[config.mk]
export PLATFORM = sky130hd
export DESIGN_NAME = fat_directory_entry_filter
export DESIGN_NICKNAME = d
export VERILOG_FILES = /design/src/sv/fde_pkg.sv /design/src/sv/fde_in_reg.sv /design/src/sv/fde_parser.sv /design/src/sv/fde_out_reg.sv /design/src/sv/fat_directory_entry_filter.sv
export SDC_FILE = /design/constraint.sdc
export NUM_CORES = 1
export LEC_CHECK = 0
export BUFFER_PORTS_ARGS = -buffer_cell sky130_fd_sc_hd__buf_2
export CORE_UTILIZATION = 59
export CTS_CLUSTER_DIAMETER = 30
export DETAILED_ROUTE_END_ITERATION = 6
export PLACE_DENSITY = 0.8
export SYNTH_ARGS = -nofsm -noshare
export SYNTH_HDL_FRONTEND = slang
export SYNTH_SLANG_ARGS = --single-unit
[constraint.sdc]
create_clock -name clk_i -period 6.4 [get_ports clk_i]
set_input_delay 0.96 -clock clk_i [delete_from_list [all_inputs] [get_ports clk_i]]
set_output_delay 0.96 -clock clk_i [all_outputs]
set_load 0.01 [all_outputs]
[src/sv/fde_pkg.sv]
`timescale 1ns / 1ps
`default_nettype none
// ----------------------------------------------------------------------------
// FAT directory entry filter package
// Shared request and verdict types, byte codes and entry offsets.
// ----------------------------------------------------------------------------
package fde_pkg;

  // Entry layout
  localparam int unsigned PosWidth = 5;  // 32 bytes per entry

  localparam logic [PosWidth-1:0] NAME_LEN     = 5'd11;
  localparam logic [PosWidth-1:0] EXT_OFF      = 5'd8;
  localparam logic [PosWidth-1:0] ATTR_OFF     = 5'd11;
  localparam logic [PosWidth-1:0] CLU_HI_OFF   = 5'd20;
  localparam logic [PosWidth-1:0] CLU_HI_OFF_1 = 5'd21;
  localparam logic [PosWidth-1:0] CLU_LO_OFF   = 5'd26;
  localparam logic [PosWidth-1:0] CLU_LO_OFF_1 = 5'd27;
  localparam logic [PosWidth-1:0] SIZE_OFF     = 5'd28;
  localparam logic [PosWidth-1:0] LAST_OFF     = 5'd31;

  // Byte codes
  localparam logic [7:0] SPACE_CODE   = 8'h20;
  localparam logic [7:0] DELETED_CODE = 8'hE5;
  localparam logic [7:0] DOT_CODE     = 8'h2E;

  // Attribute bits
  localparam int unsigned ATTR_VOLUME_BIT = 3;
  localparam int unsigned ATTR_DIR_BIT    = 4;

  // Extension register reset: "TAP"
  localparam logic [23:0] EXT_RESET = 24'h544150;

  typedef enum logic [1:0] {
    KIND_FILE   = 2'd0,
    KIND_SUBDIR = 2'd1,
    KIND_PARENT = 2'd2
  } entry_kind_e;

  typedef struct packed {
    logic [7:0] entry_byte;
    logic       entry_start;
  } entry_in_t;

  typedef struct packed {
    logic        accepted;
    entry_kind_e entry_kind;
    logic [31:0] first_cluster;
    logic [31:0] file_size;
  } verdict_t;

endpackage
`default_nettype wire

[src/sv/fde_in_reg.sv]
`timescale 1ns / 1ps
`default_nettype none
// ----------------------------------------------------------------------------
// FAT directory entry filter input register
// Holds one accepted byte request until the parser consumes it.
// ----------------------------------------------------------------------------
module fde_in_reg (
  input  wire logic              clk_i,
  input  wire logic              rst_ni,
  input  wire logic              in_valid_i,
  output logic                   in_ready_o,
  input  wire fde_pkg::entry_in_t in_data_i,
  input  wire logic              advance_i,
  output logic                   item_valid_o,
  output fde_pkg::entry_in_t     item_o
);

  logic               valid_q, valid_d;
  fde_pkg::entry_in_t data_q;

  assign in_ready_o   = !valid_q || advance_i;
  assign item_valid_o = valid_q;
  assign item_o       = data_q;

  always_comb begin
    valid_d = valid_q;
    if (in_ready_o) begin
      valid_d = in_valid_i;
    end
  end

  always_ff @(posedge clk_i or negedge rst_ni) begin
    if (!rst_ni) begin
      valid_q <= 1'b0;
    end else begin
      valid_q <= valid_d;
    end
  end

  always_ff @(posedge clk_i) begin
    if (in_ready_o && in_valid_i) begin
      data_q <= in_data_i;
    end
  end

endmodule
`default_nettype wire

[src/sv/fde_parser.sv]
`timescale 1ns / 1ps
`default_nettype none
// ----------------------------------------------------------------------------
// FAT directory entry filter parser
// Per-byte entry state and the verdict formed on the last byte.
// ----------------------------------------------------------------------------
module fde_parser (
  input  wire logic               clk_i,
  input  wire logic               rst_ni,
  input  wire logic               item_valid_i,
  input  wire fde_pkg::entry_in_t item_i,
  input  wire logic               take_i,
  input  wire logic [23:0]        wanted_ext_i,
  output logic                    is_last_o,
  output fde_pkg::verdict_t       verdict_o
);

  logic [fde_pkg::PosWidth-1:0] pos_q, pos_d, pos;
  logic                         nv_q, nv_d;
  logic [7:0]                   first_q, first_d;
  logic [7:0]                   second_q, second_d;
  logic [23:0]                  ext_q, ext_d;
  logic [7:0]                   attr_q, attr_d;
  logic [15:0]                  clu_hi_q, clu_hi_d;
  logic [15:0]                  clu_lo_q, clu_lo_d;
  logic [31:0]                  size_q, size_d;
  logic                         clear;
  logic [7:0]                   b;
  logic                         ok;
  fde_pkg::entry_kind_e         kind;

  always_comb begin
    // start mark, or wrap to offset 0, opens a fresh entry
    clear    = item_i.entry_start || (pos_q == '0);
    pos      = clear ? '0 : pos_q;
    b        = item_i.entry_byte;
    nv_d     = clear ? 1'b1  : nv_q;
    first_d  = clear ? 8'h00 : first_q;
    second_d = clear ? 8'h00 : second_q;
    ext_d    = clear ? 24'h0 : ext_q;
    attr_d   = clear ? 8'h00 : attr_q;
    clu_hi_d = clear ? 16'h0 : clu_hi_q;
    clu_lo_d = clear ? 16'h0 : clu_lo_q;
    size_d   = clear ? 32'h0 : size_q;

    if (pos < fde_pkg::NAME_LEN) begin
      if (b < fde_pkg::SPACE_CODE) begin
        nv_d = 1'b0;
      end
      if (pos == '0) begin
        if (b == fde_pkg::SPACE_CODE || b == fde_pkg::DELETED_CODE) begin
          nv_d = 1'b0;
        end
        first_d = b;
      end else if (pos == 5'd1) begin
        second_d = b;
        // single-dot name
        if (first_d == fde_pkg::DOT_CODE && b != fde_pkg::DOT_CODE) begin
          nv_d = 1'b0;
        end
      end
      if (pos >= fde_pkg::EXT_OFF) begin
        ext_d = {ext_d[15:0], b};
      end
    end else if (pos == fde_pkg::ATTR_OFF) begin
      attr_d = b;
    end else if (pos == fde_pkg::CLU_HI_OFF) begin
      clu_hi_d[7:0] = b;
    end else if (pos == fde_pkg::CLU_HI_OFF_1) begin
      clu_hi_d[15:8] = b;
    end else if (pos == fde_pkg::CLU_LO_OFF) begin
      clu_lo_d[7:0] = b;
    end else if (pos == fde_pkg::CLU_LO_OFF_1) begin
      clu_lo_d[15:8] = b;
    end else if (pos >= fde_pkg::SIZE_OFF) begin
      size_d[{pos[1:0], 3'b000} +: 8] = b;
    end

    pos_d = pos + 5'd1;
  end

  // Verdict from the state as updated by the last byte
  always_comb begin
    ok   = nv_d && !attr_d[fde_pkg::ATTR_VOLUME_BIT];
    kind = fde_pkg::KIND_FILE;
    if (ok) begin
      if (!attr_d[fde_pkg::ATTR_DIR_BIT]) begin
        ok = (ext_d == wanted_ext_i);
      end else if (first_d == fde_pkg::DOT_CODE && second_d == fde_pkg::DOT_CODE) begin
        kind = fde_pkg::KIND_PARENT;
      end else begin
        kind = fde_pkg::KIND_SUBDIR;
      end
    end
    verdict_o.accepted      = ok;
    verdict_o.entry_kind    = ok ? kind : fde_pkg::KIND_FILE;
    verdict_o.first_cluster = ok ? {clu_hi_d, clu_lo_d} : 32'h0;
    verdict_o.file_size     = ok ? size_d : 32'h0;
  end

  assign is_last_o = item_valid_i && (pos == fde_pkg::LAST_OFF);

  always_ff @(posedge clk_i or negedge rst_ni) begin
    if (!rst_ni) begin
      pos_q <= '0;
      nv_q  <= 1'b1;
    end else if (take_i) begin
      pos_q <= pos_d;
      nv_q  <= nv_d;
    end
  end

  always_ff @(posedge clk_i) begin
    if (take_i) begin
      first_q  <= first_d;
      second_q <= second_d;
      ext_q    <= ext_d;
      attr_q   <= attr_d;
      clu_hi_q <= clu_hi_d;
      clu_lo_q <= clu_lo_d;
      size_q   <= size_d;
    end
  end

endmodule
`default_nettype wire

[src/sv/fde_out_reg.sv]
`timescale 1ns / 1ps
`default_nettype none
// ----------------------------------------------------------------------------
// FAT directory entry filter output register
// Holds one verdict until the receiver takes it.
// ----------------------------------------------------------------------------
module fde_out_reg (
  input  wire logic              clk_i,
  input  wire logic              rst_ni,
  input  wire logic              load_i,
  input  wire fde_pkg::verdict_t verdict_i,
  output logic                   free_o,
  output logic                   out_valid_o,
  input  wire logic              out_ready_i,
  output fde_pkg::verdict_t      out_data_o
);

  logic              valid_q, valid_d;
  fde_pkg::verdict_t data_q;

  assign free_o      = !valid_q || out_ready_i;
  assign out_valid_o = valid_q;
  assign out_data_o  = data_q;

  always_comb begin
    valid_d = valid_q;
    if (free_o) begin
      valid_d = load_i;
    end
  end

  always_ff @(posedge clk_i or negedge rst_ni) begin
    if (!rst_ni) begin
      valid_q <= 1'b0;
    end else begin
      valid_q <= valid_d;
    end
  end

  always_ff @(posedge clk_i) begin
    if (free_o && load_i) begin
      data_q <= verdict_i;
    end
  end

endmodule
`default_nettype wire

[src/sv/fat_directory_entry_filter.sv]
`timescale 1ns / 1ps
`default_nettype none
// ----------------------------------------------------------------------------
// FAT directory entry filter
// Screens 32-byte FAT short directory entries streamed one byte per request.
// ----------------------------------------------------------------------------
// Usage:
//   in_*   : one byte request per handshake; entry_start marks offset 0 and
//            realigns the byte count. Without it, counting wraps after 31.
//   out_*  : one verdict per entry, issued for the byte at offset 31 only:
//            accepted, kind (file/subdir/parent), first cluster, size.
//            Rejected entries report all-zero fields with accepted low.
//   cfg_*  : writes the 24-bit extension plain files must carry. Always
//            ready; write only while no entry is in flight.
// Path: the last byte of an entry sits in the input register, then the
//   per-byte logic loads its verdict into the output register, where the
//   receiver can take it.
// Throughput: one byte per cycle, from one per-byte pass, outside stalls.
// Stall: while the output register holds an untaken verdict, bytes that do
//   not end an entry keep flowing; an entry's last byte waits in the input
//   register until the verdict ahead of it leaves.
// Reset: byte count back to offset 0, extension register to "TAP", both
//   pipeline registers empty.
// ----------------------------------------------------------------------------
module fat_directory_entry_filter (
  input  wire logic               clk_i,
  input  wire logic               rst_ni,
  input  wire logic               in_valid_i,
  output logic                    in_ready_o,
  input  wire fde_pkg::entry_in_t in_data_i,
  output logic                    out_valid_o,
  input  wire logic               out_ready_i,
  output fde_pkg::verdict_t       out_data_o,
  input  wire logic               cfg_valid_i,
  output logic                    cfg_ready_o,
  input  wire logic [23:0]        cfg_data_i
);

  logic               item_valid;
  fde_pkg::entry_in_t item;
  logic               is_last;
  logic               out_free;
  logic               advance;
  fde_pkg::verdict_t  verdict;
  logic [23:0]        wanted_ext_q, wanted_ext_d;

  // Config register, written whenever requested
  assign cfg_ready_o = 1'b1;

  always_comb begin
    wanted_ext_d = wanted_ext_q;
    if (cfg_valid_i && cfg_ready_o) begin
      wanted_ext_d = cfg_data_i;
    end
  end

  always_ff @(posedge clk_i or negedge rst_ni) begin
    if (!rst_ni) begin
      wanted_ext_q <= fde_pkg::EXT_RESET;
    end else begin
      wanted_ext_q <= wanted_ext_d;
    end
  end

  // Held byte moves on unless it ends an entry and the output is occupied
  assign advance = item_valid && (!is_last || out_free);

  fde_in_reg u_in_reg (
    .clk_i        (clk_i),
    .rst_ni       (rst_ni),
    .in_valid_i   (in_valid_i),
    .in_ready_o   (in_ready_o),
    .in_data_i    (in_data_i),
    .advance_i    (advance),
    .item_valid_o (item_valid),
    .item_o       (item)
  );

  fde_parser u_parser (
    .clk_i        (clk_i),
    .rst_ni       (rst_ni),
    .item_valid_i (item_valid),
    .item_i       (item),
    .take_i       (advance),
    .wanted_ext_i (wanted_ext_q),
    .is_last_o    (is_last),
    .verdict_o    (verdict)
  );

  fde_out_reg u_out_reg (
    .clk_i       (clk_i),
    .rst_ni      (rst_ni),
    .load_i      (advance && is_last),
    .verdict_i   (verdict),
    .free_o      (out_free),
    .out_valid_o (out_valid_o),
    .out_ready_i (out_ready_i),
    .out_data_o  (out_data_o)
  );

endmodule
`default_nettype wire

; Word-level counts from Yosys, hierarchy flattened
; Cells that the tools add are included.
[totals]
elab_cells = 107
inputBits = 38
register_bits = 220
output_inout_bits = 70
[classes]
eq_ne = 14
mux = 47
n_lt_le_gt_ge = 4
n_addsub = 2
n_shift = 2
reduce_logical = 20
[op_table]
columns = cell, count
row1 = $mux 32, 8
row2 = $mux 16, 8
row3 = $mux 8, 16
row4 = $mux 24, 3
row5 = $bwmux 32, 1
row6 = $eq 8x6->1 const B, 4
row7 = $shift 8x7->32 const A, 1
row8 = $shiftx 8x7->32, 1
row9 = $eq 5x5->1 const B, 5
row10 = $eq 24x24->1, 1
row11 = $logic_not 5->1, 2
row12 = $mux 1, 9
row13 = $eq 8x8->1 const B, 1
row14 = $logic_and 1x1->1, 8
row15 = $lt 8x6->1 const B, 1
row16 = $ne 8x6->1 const B, 1
row17 = $neg 5->7, 1
row18 = $add 5x1->5 const B, 1
row19 = $eq 5x1->1 const B, 1
row20 = $eq 5x4->1 const B, 1
row21 = $ge 5x4->1 const B, 1
row22 = $ge 5x5->1 const B, 1
row23 = $logic_or 1x1->1, 5
row24 = $lt 5x4->1 const B, 1
row25 = 4 further kinds, 7

; Longest topological paths before layout
[depth]
ltp_word = 13
mapped_depth = 12
depth_no_buf = 11

; By module
; From an unflattened synthesis, not the netlist that was laid out.
[unflattened]
cells_unflattened = 789
hier_area_um2 = 10087.2
[by_module_without_submodules]
columns = module, seq_area_each_um2, n_inst, cells_each, area_each_um2
row1 = fde_parser, 3334.4, 1, 649, 6662.6
row2 = fde_out_reg, 2037.0, 1, 71, 2065.7
row3 = fat_directory_entry_filter, 609.3, 1, 56, 1034.7
row4 = fde_in_reg, 295.3, 1, 13, 324.1

; Least setup slack after synthesis
; OpenSTA, ideal clock, no wires.
[synth_timing]
kind = reg-to-reg
startpoint = reg u_in_reg.data_q (netlist bit u_in_reg.item_o[0])
endpoint = reg u_out_reg.data_q (netlist bit u_out_reg.out_data_o[0]) (enable)
required_ns = 5.908
n_path_buf = 1
synth_period_minus_slack_ns = 4.949
setup_slack_ns = 1.451
setup_ns = 0.492
arrival_ns = 4.456
stages_incl_launch_ff = 10
path_cell_list = edfxtp_1 -> buf_2 -> nand2b_1 -> inv_1 -> ha_1 -> nand3_1 -> nor2_1 -> ha_1 -> nand2_1 -> nor2_1
[synth_via]
elab_chain_len = 9
[synth_rtl]
columns = item, line_no
row1 = start: declaration, fde_in_reg.sv:19  ; fde_pkg::entry_in_t data_q;
row2 = start signal: assignment, fde_in_reg.sv:42  ; data_q <= in_data_i;
row3 = $logic_or 1x1->1 (*), fde_parser.sv:34  ; clear = item_i.entry_start || (pos_q == '0);
row4 = $mux 5 (*), fde_parser.sv:35  ; pos = clear ? '0 : pos_q;
row5 = $eq 5x5->1 (*), fde_parser.sv:101  ; assign is_last_o = item_valid_i && (pos == fde_pkg::LAST_OFF);
row6 = $logic_and 1x1->1 (*), fde_parser.sv:101
row7 = $logic_not 1->1, fat_directory_entry_filter.sv:66  ; assign advance = item_valid && (!is_last || out_free);
row8 = $logic_or 1x1->1, fat_directory_entry_filter.sv:66
row9 = $logic_and 1x1->1, fat_directory_entry_filter.sv:66
row10 = $logic_and 1x1->1 (*), fat_directory_entry_filter.sv:93  ; .load_i (advance && is_last),
row11 = $logic_and 1x1->1 (*), fde_out_reg.sv:41  ; if (free_o && load_i) begin
row12 = end signal: assignment, fde_out_reg.sv:42  ; data_q <= verdict_i;
row13 = end: declaration, fde_out_reg.sv:19  ; fde_pkg::verdict_t data_q;
; Mark *: on every way between the ends. The rest lies on a longest branch, timed or not.
; A chain may end at the register's enable or synchronous reset.

; Final worst setup path
[layout_timing]
startpoint = reg u_in_reg.data_q (netlist bit u_in_reg.item_o[0])
endpoint = reg u_out_reg.data_q (netlist bit u_out_reg.out_data_o[17]) (data pin)
[layout_via]
elab_chain_len = 12
word_cells_on_any_way = 45
cone_classes = add/sub: 1 / order compare: 3 / eq/ne: 8 / shift: 2 / mux: 26 / reduce/logical: 5
[layout_rtl]
columns = item, line_no
row1 = $logic_or 1x1->1 (*), fde_parser.sv:34
row2 = $mux 5, fde_parser.sv:35
row3 = $neg 5->7, fde_parser.sv:76  ; size_d[{pos[1:0], 3'b000} +: 8] = b;
row4 = $shiftx 8x7->32 or $shift 8x7->32 (tied branches), fde_parser.sv:76
row5 = $bwmux 32, fde_parser.sv:76
row6 = $mux 32, fde_parser.sv:75  ; end else if (pos >= fde_pkg::SIZE_OFF) begin
row7 = $mux 32, fde_parser.sv:73  ; end else if (pos == fde_pkg::CLU_LO_OFF_1) begin
row8 = $mux 32, fde_parser.sv:71  ; end else if (pos == fde_pkg::CLU_LO_OFF) begin
row9 = $mux 32, fde_parser.sv:69  ; end else if (pos == fde_pkg::CLU_HI_OFF_1) begin
row10 = $mux 32, fde_parser.sv:67  ; end else if (pos == fde_pkg::CLU_HI_OFF) begin
row11 = $mux 32, fde_parser.sv:65  ; end else if (pos == fde_pkg::ATTR_OFF) begin
row12 = $mux 32, fde_parser.sv:46  ; if (pos < fde_pkg::NAME_LEN) begin
; Marks and branches as above.

==> flow_summary.json <==
{
  "cts_resized": 0,
  "post-route-min-period_ns": 4.090,
  "regArea_sq_um": 6276,
  "cts.sinks": 214,
  "leakage_uw": 0.004500,
  "die_width_um": 135.7,
  "tightestPinTransition_ns": 1.157,
  "cts_root_buf": "clkbuf_16",
  "grt_start_max_net_pins": 123,
  "synth_edf_count": 182,
  "yosysWarnings": 0,
  "post-route-period-util_pct": 63.90,
  "synth_mux_area_share_pct": 3.036,
  "crit_chain": "nand2b_1 > inv_1 > ha_1 > nand2b_1 > a21oi_1 > a31oi_1 > o2111a_4 > and2_1 > nand2_1 > o21ai_2",
  "grt_pass1_wl_um": 40600,
  "diodes": 0,
  "avgSynthCellArea_sq_um": 11.70,
  "area_growth_pct": 18.73,
  "powerDensity_nw_per_um2": 341.1,
  "cp_num_buf_inv": 1,
  "drive_gt1_share_pct": 26.67,
  "ctsHoldBuffers": 0,
  "via_per_inst": 6.432,
  "tritoncts": "built",
  "core-area_sq_um": 17360,
  "synth.yosys.seq_area_share_pct": 59.49,
  "path_delay_family": "compound AO/OA/AOI/OAI gates",
  "num_rows": 48,
  "dr.pass1.iters": 7,
  "antenna_found_initial": 0,
  "port_buffers": 106,
  "hpwl_um": 14640,
  "maxSlewViolCount": 0,
  "final_nets": 1032,
  "ant_nets": 0,
  "finalHoldViolations": 0,
  "synthCells": 902,
  "clk_path_buf_depth": 3,
  "cts_inserted_buffers": 42,
  "path_common_cell": "nand2b_1",
  "multi_input_area_sq_um": 3842,
  "ys_async_sr_fraction_pct": 14.95,
  "synth-xor-area-share_pct": 0.08302,
  "num_io_pins": 108,
  "synth_simple_gate_area_share_pct": 15.61,
  "startpoint": "u_in_reg.item_o[0]$_DFFE_PP_",
  "fmax_ghz": 0.2445,
  "setup_viol": 0,
  "mappedNetlistNets": 947,
  "synth_most_common_cell": "edfxtp_1",
  "syn_area_sq_um": 10550,
  "criticalPathCategory": "flop to flop",
  "rsz0062_at_grt": "no",
  "cp_slowest_cell": "a21oi_1",
  "vdd_ir_drop_max_uv": 223.9,
  "yosysUniqueCellTypes": 69,
  "synth_top_area_cell": "edfxtp_1",
  "outcome": "finished, final reports clean",
  "crit_required_ns": 6.64,
  "vias": 8008,
  "fillCellCount": 1144,
  "power_uw": 4272,
  "grt_pass1_vias": 7720,
  "ys.flop_type": "edfxtp_1",
  "track_usage_pct": 28.36,
  "synth_top_area_share_pct": 51.80,
  "fp.dieArea_sq_um": 18420,
  "htree_levels": 2,
  "synth_top_family_by_area": "compound AO/OA/AOI/OAI gates",
  "start_util_pct": 60.78,
  "dp_slack_ns": 2.419,
  "min_path_type": "input port to asynchronous set/reset pin",
  "clkTransAtPathRegs_ns": 0.05,
  "relSlewSlack_pct": 22.90,
  "synth_common_cells": "edfxtp_1 (182), nand3_1 (138), nand2_1 (86), a22o_1 (55), o21ai_2 (50)",
  "arrival_ns": 4.33,
  "crit_path_max_incr_delay_ns": 0.80,
  "remaining_drc_errors": 0,
  "regToRegStartpoint": "u_in_reg.item_o[0]$_DFFE_PP_",
  "synth_compound_area_share_pct": 16.52,
  "gp_congestion": 0.8955,
  "postCtsSetupRepairBufs": 0,
  "wl_per_cell_um": 20.18,
  "maxCapViolCount": 0,
  "synth-seq-cells": 214,
  "clk_latency_ns": 0.54,
  "die_h_um": 135.7,
  "synth.top_cells.by_area": "edfxtp_1 (52%), nand3_1 (6.5%), dfrtp_1 (5.7%)",
  "cp-end-kind": "flop",
  "grt_overflow": 0,
  "worstPathMaxFanout": 122,
  "synthAdderAreaFrac_pct": 0.8302,
  "wirelength_um": 25120,
  "finalSetupTns_ns": 0,
  "drtIter0Drc": 744,
  "postLayoutSetupSlackWorst_ns": 2.310,
  "fin_skew_ns": 0.01883,
  "start_kind": "flop"
}
## per-layer routing
layer / up-vias / wire, um / track usage, %
li1: 3648 / - / -
met1: 3903 / 10510 / 39.61
met2: 408 / 12120 / 45.12
met3: 49 / 2046 / 4.826
met4: 0 / 442 / 9.301
met5: - / 0 / 0
## state kept, by name, summed over array words and instances (netlist names)
| register | cells |
|---|---|
| u_parser.ext_q | 24 |
| u_parser.pos_q | 5 |
| u_parser.size_q | 32 |
| u_out_reg.out_data_o | 67 |
| wanted_ext_q | 24 |
| u_parser.first_q | 8 |
| u_parser.attr_q | 2 |
| u_parser.second_q | 8 |
| u_parser.clu_hi_q | 16 |
| u_parser.clu_lo_q | 16 |
| u_parser.nv_q | 1 |
| u_in_reg.item_valid_o | 1 |
| u_out_reg.out_valid_o | 1 |
| u_in_reg.item_o | 9 |
## power breakdown
| group | internal [uW] | switching [uW] | total (uW) |
|---|---|---|---|
| clock network | 1470 | 748 | 2210 |
| registers | 1610 | 80.2 | 1700 |
| logic | 125 | 239 | 364 |
| total | 3210 | 1070 | 4270 |
## worst register-to-register path, cell delays in order, from the launching register on
cell	delay, ns
edfxtp_1	0.60
nand2b_1	0.34
inv_1	0.22
ha_1	0.28
nand2b_1	0.08
a21oi_1	0.80
a31oi_1	0.22
o2111a_4	0.69
and2_1	0.45
nand2_1	0.08
o21ai_2	0.06
## final timing paths
path,endpoint,slack (ns),cells past startpoint
worst max-delay path,u_out_reg.out_data_o[17]$_SDFFCE_PN0P_,2.31,10
worst min-delay path,wanted_ext_q[3]$_DFFE_PN0P_,0.50,1
worst max register to register,u_out_reg.out_data_o[17]$_SDFFCE_PN0P_,2.31,10
worst min register to register,wanted_ext_q[7]$_DFFE_PN0P_,0.53,1
max in group asynchronous,wanted_ext_q[9]$_DFFE_PN0P_,5.42,1
min in group clk_i,wanted_ext_q[7]$_DFFE_PN0P_,0.53,1
## kinds of logic after synthesis
kind of cell,after synthesis
compound gates,229
simple gates,323
mux,30
buf+inv,97
other cells,1
fa+ha+maj,7
flops,214
xor+xnor,1
## area by class of cell
cell class | count | share of cell area (%)
Inverter | 23 | 0.7092
Timing Repair Buffer | 115 | 4.775
Multi-Input combinational cell | 591 | 30.68
Sequential cell | 214 | 50.10
Clock inverter | 28 | 2.547
Clock buffer | 49 | 8.940
Tap cell | 225 | 2.248
## per-stage QoR
step	utilization, %	cell area (sq um)	hold slack, ns	instances
final	72.17	12530	0.4994	1245
after global routing	72.17	12530	0.5431	1245
after CTS	72.17	12530	0.5205	1245
after detailed placement	63.88	11090	0.5258	1168
after global placement	63.88	11090	0.5104	1168
after floorplan	-	10550	0.4956	902
## placed cells by master (no fill, tap or decap), types with 8 or more instances in the layout
cell type  count
edfxtp_1     182
and2_1        10
and3_1        13
a32o_1        12
buf_2        106
dfrtp_1       24
buf_4          9
o21ai_1        9
o21ai_2       50
dfstp_2        8
clkbuf_16     44
mux2_2        16
o21ai_0       32
clkinv_2      12
nand3_1      138
mux2i_1       14
a22o_1        55
a21oi_1       24
nand2_1       86
inv_1         22
nor2_1        26
Power figures use the tool's default switching activity.
